===== config.mk =====
export PLATFORM = sky130hd
export DESIGN_NAME = rtsu_ctrl
export DESIGN_NICKNAME = d
export VERILOG_FILES = /design/src/rtl/core/rtsu_pkg.sv /design/src/rtl/core/rtsu_ctrl.sv
export SDC_FILE = /design/constraint.sdc
export NUM_CORES = 1
export LEC_CHECK = 0
export BUFFER_PORTS_ARGS = -buffer_cell sky130_fd_sc_hd__buf_2
export CORE_ASPECT_RATIO = 0.7
export CORE_UTILIZATION = 49
export DETAILED_ROUTE_END_ITERATION = 10
export GPL_TIMING_DRIVEN = 0
export PLACE_DENSITY_LB_ADDON = 0.3
export SKIP_CTS_REPAIR_TIMING = 1
export SLEW_MARGIN = 20
export SYNTH_ARGS = -nofsm -noshare
export SYNTH_HDL_FRONTEND = slang
export SYNTH_SLANG_ARGS = --single-unit

===== constraint.sdc =====
create_clock -name clock -period 2.6 [get_ports clock]
set_clock_uncertainty 0.15 [all_clocks]
set_input_delay 0.13 -clock clock [delete_from_list [all_inputs] [get_ports clock]]
set_output_delay 0.13 -clock clock [all_outputs]
set_load 0.05 [all_outputs]

===== src/rtl/core/rtsu_pkg.sv =====
// rtsu_pkg: sizes, payload structs, codes and the controller/datapath command types
// for the record table sort and search unit. depends on nothing.
package rtsu_pkg;

   localparam int TABLE_DEPTH = 64;
   localparam int NAME_BYTES  = 50;

   localparam int POS_W      = $clog2(TABLE_DEPTH);
   localparam int CNT_W      = $clog2(TABLE_DEPTH + 1);
   localparam int BI_W       = (NAME_BYTES > 1) ? $clog2(NAME_BYTES) : 1;
   localparam int LEN_W      = $clog2(NAME_BYTES + 1);
   localparam int NAME_DEPTH = TABLE_DEPTH * NAME_BYTES;
   localparam int NAME_AW    = $clog2(NAME_DEPTH);

   localparam int KEY_W   = 31;
   localparam int GRADE_W = 16;
   localparam int BYTE_W  = 8;
   localparam int STAT_W  = 4;
   localparam int CMP_W   = 11;

   // operation codes
   localparam logic [1:0] OP_INSERT = 2'd0;
   localparam logic [1:0] OP_SORT   = 2'd1;
   localparam logic [1:0] OP_SEARCH = 2'd2;
   localparam logic [1:0] OP_READ   = 2'd3;

   // result status codes
   localparam logic [STAT_W-1:0] RES_NEW      = 4'd0;
   localparam logic [STAT_W-1:0] RES_UPDATED  = 4'd1;
   localparam logic [STAT_W-1:0] RES_FULL     = 4'd2;
   localparam logic [STAT_W-1:0] RES_TOOLONG  = 4'd3;
   localparam logic [STAT_W-1:0] RES_FOUND    = 4'd4;
   localparam logic [STAT_W-1:0] RES_NOTFOUND = 4'd5;
   localparam logic [STAT_W-1:0] RES_SORTED   = 4'd6;
   localparam logic [STAT_W-1:0] RES_ENTRY    = 4'd7;
   localparam logic [STAT_W-1:0] RES_BADPOS   = 4'd8;

   // compare operand pair selection
   localparam logic [1:0] AB_MJ = 2'd0;
   localparam logic [1:0] AB_IM = 2'd1;
   localparam logic [1:0] AB_JJ = 2'd2;

   // permutation table read address selection
   localparam logic [1:0] PR_I   = 2'd0;
   localparam logic [1:0] PR_PA  = 2'd1;
   localparam logic [1:0] PR_PB  = 2'd2;
   localparam logic [1:0] PR_POS = 2'd3;

   // permutation table write selection
   localparam logic [1:0] PW_N  = 2'd0;
   localparam logic [1:0] PW_PA = 2'd1;
   localparam logic [1:0] PW_PB = 2'd2;

   typedef struct packed {
      logic [1:0]         op;
      logic [KEY_W-1:0]   key;
      logic [GRADE_W-1:0] grade;
      logic [BYTE_W-1:0]  name_byte;
      logic               name_last;
      logic               sort_algorithm;
      logic               order_by;
      logic [5:0]         position;
      logic [5:0]         byte_index;
   } req_type;

   typedef struct packed {
      logic [STAT_W-1:0]  status;
      logic [5:0]         found_position;
      logic [CMP_W-1:0]   comparisons;
      logic [KEY_W-1:0]   entry_key;
      logic [GRADE_W-1:0] entry_grade;
      logic [BYTE_W-1:0]  entry_name_byte;
      logic [6:0]         entry_count;
   } rsp_type;

   typedef struct packed {
      logic              req_load;
      logic              stage_byte;
      logic              stage_clear;
      logic              cmp_clear;
      logic              cmp_bump;
      logic              i_clr;
      logic              i_one;
      logic              i_inc;
      logic              j_from_i;
      logic              j_from_i1;
      logic              j_inc;
      logic              j_dec;
      logic              m_from_i;
      logic              m_from_j;
      logic              ab_load;
      logic [1:0]        ab_sel;
      logic [1:0]        perm_rsel;
      logic              perm_wr;
      logic [1:0]        perm_wsel;
      logic              slota_perm;
      logic              slota_n;
      logic              slotb_perm;
      logic              key_rsel;
      logic              keya_load;
      logic              key_wr;
      logic              grade_wr;
      logic              n_inc;
      logic              bi_clr;
      logic              bi_inc;
      logic              name_rsel;
      logic              name_rmode;
      logic              bytea_load;
      logic              name_wr;
      logic              entry_load;
      logic              out_load;
      logic [STAT_W-1:0] out_status;
   } cmd_type;

   typedef struct packed {
      logic [1:0] op;
      logic       name_last;
      logic       sort_algorithm;
      logic       order_by;
      logic       ovf;
      logic       i_lt_n;
      logic       i1_lt_n;
      logic       j_lt_n;
      logic       j_zero;
      logic       n_full;
      logic       pos_lt_n;
      logic       key_match;
      logic       key_gt;
      logic       key_ne;
      logic       byte_ne;
      logic       byte_gt;
      logic       byte_zero;
      logic       bi_last;
      logic       out_free;
   } sts_type;

endpackage


===== src/rtl/core/rtsu_ctrl.sv =====
// rtsu_ctrl: sequencer of the record table unit; drives datapath commands
// from datapath status. depends on rtsu_pkg.
module rtsu_ctrl (
   input  logic              clock,
   input  logic              reset,
   input  logic              req_valid,
   output logic              req_stall,
   input  rtsu_pkg::sts_type sts,
   output rtsu_pkg::cmd_type cmd
);

   localparam logic [5:0] S_IDLE    = 6'd0;
   localparam logic [5:0] S_DISP    = 6'd1;
   localparam logic [5:0] S_COMMIT  = 6'd2;
   localparam logic [5:0] S_SCAN0   = 6'd3;
   localparam logic [5:0] S_SCAN1   = 6'd4;
   localparam logic [5:0] S_SCAN2   = 6'd5;
   localparam logic [5:0] S_SCAN3   = 6'd6;
   localparam logic [5:0] S_UPD     = 6'd7;
   localparam logic [5:0] S_NEW0    = 6'd8;
   localparam logic [5:0] S_NEW1    = 6'd9;
   localparam logic [5:0] S_NAME0   = 6'd10;
   localparam logic [5:0] S_NAME1   = 6'd11;
   localparam logic [5:0] S_RD0     = 6'd12;
   localparam logic [5:0] S_RD1     = 6'd13;
   localparam logic [5:0] S_RD2     = 6'd14;
   localparam logic [5:0] S_RD3     = 6'd15;
   localparam logic [5:0] S_SEL_OUT = 6'd16;
   localparam logic [5:0] S_SEL_IN  = 6'd17;
   localparam logic [5:0] S_INS_OUT = 6'd18;
   localparam logic [5:0] S_INS_IN  = 6'd19;
   localparam logic [5:0] S_CMP0    = 6'd20;
   localparam logic [5:0] S_CMP1    = 6'd21;
   localparam logic [5:0] S_CMP2    = 6'd22;
   localparam logic [5:0] S_CMP3    = 6'd23;
   localparam logic [5:0] S_CMP4    = 6'd24;
   localparam logic [5:0] S_CMP5    = 6'd25;
   localparam logic [5:0] S_NM0     = 6'd26;
   localparam logic [5:0] S_NM1     = 6'd27;
   localparam logic [5:0] S_NM2     = 6'd28;
   localparam logic [5:0] S_RET     = 6'd29;
   localparam logic [5:0] S_SWP0    = 6'd30;
   localparam logic [5:0] S_SWP1    = 6'd31;
   localparam logic [5:0] S_OUT     = 6'd32;

   // compare callers
   localparam logic [1:0] CL_MIN = 2'd0;
   localparam logic [1:0] CL_CHK = 2'd1;
   localparam logic [1:0] CL_INS = 2'd2;

   logic [5:0]                    state_ff, state_in;
   logic [1:0]                    cl_ff, cl_in;
   logic                          gt_ff, gt_in;
   logic [rtsu_pkg::STAT_W-1:0]   res_ff, res_in;

   assign req_stall = state_ff != S_IDLE;

   always_comb begin
      cmd      = '0;
      state_in = state_ff;
      cl_in    = cl_ff;
      gt_in    = gt_ff;
      res_in   = res_ff;
      unique case (state_ff)
         S_IDLE: begin
            if (req_valid) begin
               cmd.req_load = 1'b1;
               state_in     = S_DISP;
            end
         end
         S_DISP: begin
            unique case (sts.op)
               rtsu_pkg::OP_INSERT: begin
                  cmd.stage_byte = 1'b1;
                  state_in       = sts.name_last ? S_COMMIT : S_IDLE;
               end
               rtsu_pkg::OP_SORT: begin
                  cmd.cmp_clear = 1'b1;
                  if (sts.sort_algorithm) begin
                     cmd.i_one = 1'b1;
                     state_in  = S_INS_OUT;
                  end else begin
                     cmd.i_clr = 1'b1;
                     state_in  = S_SEL_OUT;
                  end
               end
               rtsu_pkg::OP_SEARCH: begin
                  cmd.i_clr = 1'b1;
                  state_in  = S_SCAN0;
               end
               default: begin
                  state_in = S_RD0;
               end
            endcase
         end
         S_COMMIT: begin
            if (sts.ovf) begin
               res_in          = rtsu_pkg::RES_TOOLONG;
               cmd.stage_clear = 1'b1;
               state_in        = S_OUT;
            end else begin
               cmd.i_clr = 1'b1;
               state_in  = S_SCAN0;
            end
         end
         S_SCAN0: begin
            if (sts.i_lt_n) begin
               cmd.perm_rsel = rtsu_pkg::PR_I;
               state_in      = S_SCAN1;
            end else if (sts.op == rtsu_pkg::OP_SEARCH) begin
               res_in   = rtsu_pkg::RES_NOTFOUND;
               state_in = S_OUT;
            end else if (sts.n_full) begin
               res_in          = rtsu_pkg::RES_FULL;
               cmd.stage_clear = 1'b1;
               state_in        = S_OUT;
            end else begin
               state_in = S_NEW0;
            end
         end
         S_SCAN1: begin
            cmd.slota_perm = 1'b1;
            state_in       = S_SCAN2;
         end
         S_SCAN2: begin
            state_in = S_SCAN3;
         end
         S_SCAN3: begin
            if (sts.key_match) begin
               if (sts.op == rtsu_pkg::OP_SEARCH) begin
                  res_in   = rtsu_pkg::RES_FOUND;
                  state_in = S_OUT;
               end else begin
                  state_in = S_UPD;
               end
            end else begin
               cmd.i_inc = 1'b1;
               state_in  = S_SCAN0;
            end
         end
         S_UPD: begin
            cmd.grade_wr = 1'b1;
            cmd.bi_clr   = 1'b1;
            res_in       = rtsu_pkg::RES_UPDATED;
            state_in     = S_NAME0;
         end
         S_NEW0: begin
            cmd.slota_n = 1'b1;
            state_in    = S_NEW1;
         end
         S_NEW1: begin
            cmd.key_wr    = 1'b1;
            cmd.grade_wr  = 1'b1;
            cmd.perm_wr   = 1'b1;
            cmd.perm_wsel = rtsu_pkg::PW_N;
            cmd.n_inc     = 1'b1;
            cmd.bi_clr    = 1'b1;
            res_in        = rtsu_pkg::RES_NEW;
            state_in      = S_NAME0;
         end
         S_NAME0: begin
            state_in = S_NAME1;
         end
         S_NAME1: begin
            cmd.name_wr = 1'b1;
            if (sts.bi_last) begin
               cmd.stage_clear = 1'b1;
               state_in        = S_OUT;
            end else begin
               cmd.bi_inc = 1'b1;
               state_in   = S_NAME0;
            end
         end
         S_RD0: begin
            if (sts.pos_lt_n) begin
               cmd.perm_rsel = rtsu_pkg::PR_POS;
               state_in      = S_RD1;
            end else begin
               res_in   = rtsu_pkg::RES_BADPOS;
               state_in = S_OUT;
            end
         end
         S_RD1: begin
            cmd.slota_perm = 1'b1;
            state_in       = S_RD2;
         end
         S_RD2: begin
            cmd.name_rmode = 1'b1;
            state_in       = S_RD3;
         end
         S_RD3: begin
            cmd.name_rmode = 1'b1;
            cmd.entry_load = 1'b1;
            res_in         = rtsu_pkg::RES_ENTRY;
            state_in       = S_OUT;
         end
         S_SEL_OUT: begin
            if (sts.i1_lt_n) begin
               cmd.m_from_i  = 1'b1;
               cmd.j_from_i1 = 1'b1;
               state_in      = S_SEL_IN;
            end else begin
               res_in   = rtsu_pkg::RES_SORTED;
               state_in = S_OUT;
            end
         end
         S_SEL_IN: begin
            cmd.ab_load = 1'b1;
            if (sts.j_lt_n) begin
               cmd.ab_sel = rtsu_pkg::AB_MJ;
               cl_in      = CL_MIN;
            end else begin
               cmd.ab_sel = rtsu_pkg::AB_IM;
               cl_in      = CL_CHK;
            end
            state_in = S_CMP0;
         end
         S_INS_OUT: begin
            if (sts.i_lt_n) begin
               cmd.j_from_i = 1'b1;
               state_in     = S_INS_IN;
            end else begin
               res_in   = rtsu_pkg::RES_SORTED;
               state_in = S_OUT;
            end
         end
         S_INS_IN: begin
            if (!sts.j_zero) begin
               cmd.cmp_bump = 1'b1;
               cmd.ab_load  = 1'b1;
               cmd.ab_sel   = rtsu_pkg::AB_JJ;
               cl_in        = CL_INS;
               state_in     = S_CMP0;
            end else begin
               cmd.i_inc = 1'b1;
               state_in  = S_INS_OUT;
            end
         end
         S_CMP0: begin
            cmd.perm_rsel = rtsu_pkg::PR_PA;
            state_in      = S_CMP1;
         end
         S_CMP1: begin
            cmd.slota_perm = 1'b1;
            cmd.perm_rsel  = rtsu_pkg::PR_PB;
            state_in       = S_CMP2;
         end
         S_CMP2: begin
            cmd.slotb_perm = 1'b1;
            if (sts.order_by && (cl_ff != CL_CHK)) begin
               cmd.bi_clr = 1'b1;
               state_in   = S_NM0;
            end else begin
               state_in = S_CMP3;
            end
         end
         S_CMP3: begin
            state_in = S_CMP4;
         end
         S_CMP4: begin
            cmd.keya_load = 1'b1;
            cmd.key_rsel  = 1'b1;
            state_in      = S_CMP5;
         end
         S_CMP5: begin
            gt_in    = (cl_ff == CL_CHK) ? sts.key_ne : sts.key_gt;
            state_in = S_RET;
         end
         S_NM0: begin
            state_in = S_NM1;
         end
         S_NM1: begin
            cmd.bytea_load = 1'b1;
            cmd.name_rsel  = 1'b1;
            state_in       = S_NM2;
         end
         S_NM2: begin
            if (sts.byte_ne) begin
               gt_in    = sts.byte_gt;
               state_in = S_RET;
            end else if (sts.byte_zero || sts.bi_last) begin
               gt_in    = 1'b0;
               state_in = S_RET;
            end else begin
               cmd.bi_inc = 1'b1;
               state_in   = S_NM0;
            end
         end
         S_RET: begin
            case (cl_ff)
               CL_MIN: begin
                  cmd.m_from_j = gt_ff;
                  cmd.cmp_bump = 1'b1;
                  cmd.j_inc    = 1'b1;
                  state_in     = S_SEL_IN;
               end
               CL_CHK: begin
                  if (gt_ff) begin
                     state_in = S_SWP0;
                  end else begin
                     cmd.i_inc = 1'b1;
                     state_in  = S_SEL_OUT;
                  end
               end
               default: begin
                  if (gt_ff) begin
                     state_in = S_SWP0;
                  end else begin
                     cmd.i_inc = 1'b1;
                     state_in  = S_INS_OUT;
                  end
               end
            endcase
         end
         S_SWP0: begin
            cmd.perm_wr   = 1'b1;
            cmd.perm_wsel = rtsu_pkg::PW_PA;
            state_in      = S_SWP1;
         end
         S_SWP1: begin
            cmd.perm_wr   = 1'b1;
            cmd.perm_wsel = rtsu_pkg::PW_PB;
            if (cl_ff == CL_CHK) begin
               cmd.i_inc = 1'b1;
               state_in  = S_SEL_OUT;
            end else begin
               cmd.j_dec = 1'b1;
               state_in  = S_INS_IN;
            end
         end
         S_OUT: begin
            if (sts.out_free) begin
               cmd.out_load   = 1'b1;
               cmd.out_status = res_ff;
               state_in       = S_IDLE;
            end
         end
         default: begin
            state_in = S_IDLE;
         end
      endcase
   end

   always_ff @(posedge clock) begin
      if (reset) begin
         state_ff <= S_IDLE;
      end else begin
         state_ff <= state_in;
      end
      cl_ff  <= cl_in;
      gt_ff  <= gt_in;
      res_ff <= res_in;
   end

   a_out_free: assert property (@(posedge clock) disable iff (reset)
      cmd.out_load |-> sts.out_free)
      else $error("result loaded over an untaken result");

   a_swap_pair: assert property (@(posedge clock) disable iff (reset)
      state_ff == S_SWP1 |-> $past(state_ff) == S_SWP0)
      else $error("swap second half without first half");

   a_accept_disp: assert property (@(posedge clock) disable iff (reset)
      req_valid && !req_stall |=> state_ff == S_DISP)
      else $error("accepted item not dispatched");

endmodule


==> results by stage <==
Run status:
- The run finished with clean final reports.

Routing:
- The first-pass detailed-route iteration total is 5.
- The routed wire length on met2 is 2580 um.
- The final antenna-violating net count is 0.
- The total wire length after detailed routing is 6170 um.
- The total via count in the routed design is ~2200.
- The routed metal-1 wire length is ~2600 um.
- The detailed-route wire length per cell is around 18 um.
- The number of DRC markers after the initial detailed-route iteration is 324.
- After detailed routing, the number of remaining DRC violations is 0.
- The top routing layer in use is met4.
- Summed over all nets, wire length on met3 after detailed routing comes to 839 um.
- The average via count per standard cell is 6.25.

CTS:
- In this run the deepest clock path goes through 2 buffers.
- The cell sitting at the root of the clock tree is a sky130_fd_sc_hd__clkbuf_8.
- The clock latency of the later-clocked register in the worst-skew pair is 0.25 ns.
- Buffers inserted during clock tree synthesis total 3.
- The CTS tree is built.
- After clock tree synthesis, the clock-pin slew on the worst setup and hold paths is roughly 0.05 ns.
- The total number of H-tree levels is 1.
- The CTS sink count is 13.

Synthesis:
- Yosys mapped the design onto 62 distinct sky130hd cell types.
- Dividing the synthesized area by the synthesized cell count gives 7.27 um^2.
- In this run, synthesis inferred 7 flip-flops with an integrated enable.
- The number of standard cells after synthesis is 231.
- Sequential elements use around 20% of the synthesized area.
- The proportion of register bits with asynchronous set or reset after synthesis is 0%.
- The commonest register cell after synthesis is sky130_fd_sc_hd__edfxtp_1.
- The number of nets in the synthesized netlist is 258.
- The cell area after technology mapping is about 0.0017 mm^2.
- The synthesized design contains 13 register bits.
- The number of warnings reported in the yosys synthesis log is 0.

GRT:
- Summed over all layers, the global routing overflow is 0.
- The initial antenna violation count is 0.
- The via count of the first global-routing pass is 1898.
- Entering global routing, the biggest net connects 11 pins.
- The global routing usage summed across all routing layers is roughly a third.
- The first global-routing pass estimated 9430 um of wire.

STA:
- Adding up every negative setup slack in the final design gives 0 ns.
- The minimum clock period is 2.53 ns.
- The maximum frequency from static timing analysis is 395 MHz.
- The relative slew slack is 52.6%.
- The count of pins over their slew limit is 0.
- The hold violation count in the final report is 0.
- The slew at the pin closest to its max-slew limit is 0.693 ns.
- Setup violations remaining at the end of the flow were counted as 0.
- The ratio of final minimum period to clock period is 97.4%.

Worst setup path:
- The maximum fanout along the worst path is 10.
- The kind of start point of the critical path is a flop.
- The worst register-to-register path begins at state_ff[2]$_SDFFE_PP0P_.
- The endpoint of the worst register-to-register path is res_ff[2]$_DFFE_PP_.
- The slowest stage of the critical path is the sky130_fd_sc_hd__buf_1 cell.
- The type of the setup path with the least slack is flop to primary output.
- By instance count, the cell type seen most on the critical path is sky130_fd_sc_hd__buf_2.
- The register-to-register setup slack is 0.16 ns.
- The data required time of the critical path is between 2 and 2.5 ns.
- Measured in cells, the most critical reg-to-reg path has a length of 6.
- Traced cell by cell, the critical path runs through buf_2, buf_1, and3_1, and2_1, buf_2.
- STA classifies the critical path endpoint as a primary output.
- The critical path's largest stage delay is around 0.53 ns.
- The data arrival time of the critical path is between 2 and 2.5 ns.

Floorplanning:
- The area inside the core boundary is ~0.0032 mm^2.
- The floorplan step defined a die boundary enclosing 0.00367 mm^2.
- The total number of placement rows is 17.
- For this configuration, the core starts out at a cell density of 52.3%.
- The die width is 72.0 um.
- The die is 51.0 um tall.
- During I/O placement, the number of pins put on the boundary was 66.

Placement:
- The number of port buffers is between 60 and 70.
- The instance area at placement is between 0.002 and 0.0025 mm^2.
- Routability-driven placement finished with a final weighted congestion of between 1 and 1.5.
- The placed wire-length estimate is 4790 um.

Layout:
- The area growth from synthesis to layout is 28.3%.
- Summing all non-filler instances in the final layout gives an area of 0.00216 mm^2.
- The share of post-route cells with drive strength above 1 is 32.2%.
- The number of antenna diodes in the final layout is 0.
- The fill cell total of the finished layout is 299.
- The total number of nets in the final design is 329.

Power and ir drop:
- Dividing total power by cell area gives a power density of 739 mW/mm^2.
- The leakage component of the power is 1.03 nW.
- VDD sags by at most 0.000563 V.

Worst hold path:
- The launch instance of the worst min-delay path is sts[11].
- The worst hold path terminates at cl_ff[0]$_SDFFCE_PP0P_.
- The hold-critical path depth is 2.
- The path category of the worst min-delay check is input pin to flop.

Flow run:
- Max-cap violations in this run came to 0.
cell usage after synthesis (2+ instances only):
cell | count | area share [%]
sky130_fd_sc_hd__a211o_1 | 2 | 1.0
sky130_fd_sc_hd__ha_1 | 4 | 3.0
sky130_fd_sc_hd__a221oi_1 | 2 | 1.0
sky130_fd_sc_hd__dfxtp_1 | 6 | 7.1
sky130_fd_sc_hd__edfxtp_1 | 7 | 13
sky130_fd_sc_hd__o41a_1 | 3 | 2.0
sky130_fd_sc_hd__a41oi_1 | 2 | 1.0
sky130_fd_sc_hd__nor2_1 | 32 | 7.1
sky130_fd_sc_hd__mux2i_1 | 2 | 1.2
sky130_fd_sc_hd__buf_4 | 4 | 1.8
sky130_fd_sc_hd__a32o_1 | 2 | 1.2
sky130_fd_sc_hd__nor4_1 | 5 | 1.9
sky130_fd_sc_hd__o21ai_0 | 6 | 1.8
sky130_fd_sc_hd__buf_1 | 2 | 0.45
sky130_fd_sc_hd__and2_1 | 6 | 2.2
sky130_fd_sc_hd__a21oi_1 | 11 | 3.3
sky130_fd_sc_hd__o32a_1 | 2 | 1.2
sky130_fd_sc_hd__nand4_1 | 2 | 0.74
sky130_fd_sc_hd__o211ai_1 | 3 | 1.3
sky130_fd_sc_hd__nand3_1 | 8 | 2.4
sky130_fd_sc_hd__a21o_1 | 2 | 0.89
sky130_fd_sc_hd__clkbuf_1 | 3 | 0.67
sky130_fd_sc_hd__nor2b_1 | 8 | 3.0
sky130_fd_sc_hd__and3_1 | 7 | 2.6
sky130_fd_sc_hd__buf_2 | 9 | 2.7
sky130_fd_sc_hd__inv_1 | 10 | 2.2
sky130_fd_sc_hd__nor3_1 | 15 | 4.5
sky130_fd_sc_hd__o41ai_1 | 4 | 2.1
sky130_fd_sc_hd__a2111oi_0 | 3 | 1.6
sky130_fd_sc_hd__nor3b_1 | 3 | 1.3
sky130_fd_sc_hd__nand2_1 | 15 | 3.4
sky130_fd_sc_hd__nand2b_1 | 11 | 4.1
power by group:
group | switching, W | internal [W] | leakage (nW)
clock | 0.0000745 | 0.000109 | 0.0228
sequential | 0.0000385 | 0.000261 | 0.111
combinational | 0.000762 | 0.000349 | 0.898
total | 0.000875 | 0.000718 | 1.03
logic make-up after synthesis:
kind of cell	count (synthesis)	synth area share (%)
muxes	3	1.86
buffers and inverters	29	8.49
xor gates and xnor gates	1	0.521
AOI/OAI and AO/OA	57	26.4
and+or+nand+nor	124	40.1
DFF	13	19.7
adders and majority gates	4	2.98
metal layers:
| layer | global-route usage, % | up-vias |
|---|---|---|
| li1 | - | 1003 |
| met1 | 45.9 | 977 |
| met2 | 52.2 | 175 |
| met3 | 9.86 | 20 |
| met4 | 12.4 | 0 |
| met5 | 0 | - |
state kept, by name, indices dropped and copies added (netlist names):
register	count
state_ff	6
cl_ff	2
res_ff	4
gt_ff	1
cell usage in the layout (no fill, tap or decap), types with 4 or more instances in the layout:
master / n
sky130_fd_sc_hd__nor2b_1: 8
sky130_fd_sc_hd__nor3_1: 15
sky130_fd_sc_hd__dfxtp_1: 6
sky130_fd_sc_hd__buf_2: 74
sky130_fd_sc_hd__nor2_1: 32
sky130_fd_sc_hd__and3_1: 7
sky130_fd_sc_hd__o21ai_0: 6
sky130_fd_sc_hd__ha_1: 4
sky130_fd_sc_hd__a21oi_1: 11
sky130_fd_sc_hd__inv_1: 10
sky130_fd_sc_hd__edfxtp_1: 7
sky130_fd_sc_hd__nand3_1: 8
sky130_fd_sc_hd__and2_1: 6
sky130_fd_sc_hd__buf_4: 4
sky130_fd_sc_hd__nand2b_1: 11
sky130_fd_sc_hd__nand2_1: 15
sky130_fd_sc_hd__clkbuf_1: 4
layout make-up:
cell class	count	area [um^2]	share of cell area [%]
multi-input combinational	189	1240	57.6
clock buffer	4	45.0	2.09
timing repair buffer	66	335	15.6
sequential	13	330	15.3
tap	47	58.8	2.73
inverter	10	37.5	1.74
buffer	19	106	4.93
worst max-delay path by stage:
stage,start,end,slack [ns],depth (start not counted)
2_1_floorplan,state_ff[3]$_SDFFE_PP0P_,cmd[27],-0.21,3
3_3_place_gp,state_ff[2]$_SDFFE_PP0P_,res_ff[3]$_DFFE_PP_,-0.08,6
3_5_place_dp,state_ff[2]$_SDFFE_PP0P_,res_ff[3]$_DFFE_PP_,-0.1,6
4_1_cts,state_ff[2]$_SDFFE_PP0P_,res_ff[3]$_DFFE_PP_,-0.10,6
5_1_grt,state_ff[5]$_SDFFE_PP0P_,cmd[0],-0.005,5
6_report,state_ff[5]$_SDFFE_PP0P_,cmd[0],0.07,5
critical path: cells and delay by family (launching register included):
family / cells / cell delay, ns
and+or+nand+nor: 2 / 0.48
DFF: 1 / 0.44
buffers and inverters: 3 / 1.08
stage by stage:
stage / total power [W] / std cells / setup WS, ns / hold WS, ns / util, %
global placement: 0.00136 / 343 / -0.0831 / 0.240 / 64.9
finish: 0.00159 / 348 / 0.0672 / 0.0231 / 67.1
floorplan: 0.00109 / 231 / -0.215 / 0.0491 / -
global route: 0.00167 / 348 / -0.00505 / 0.0348 / 67.1
CTS: 0.00154 / 347 / -0.104 / -0.0183 / 66.3
detailed placement: 0.00136 / 343 / -0.0982 / 0.243 / 64.9
Power figures use the tool's default switching activity.
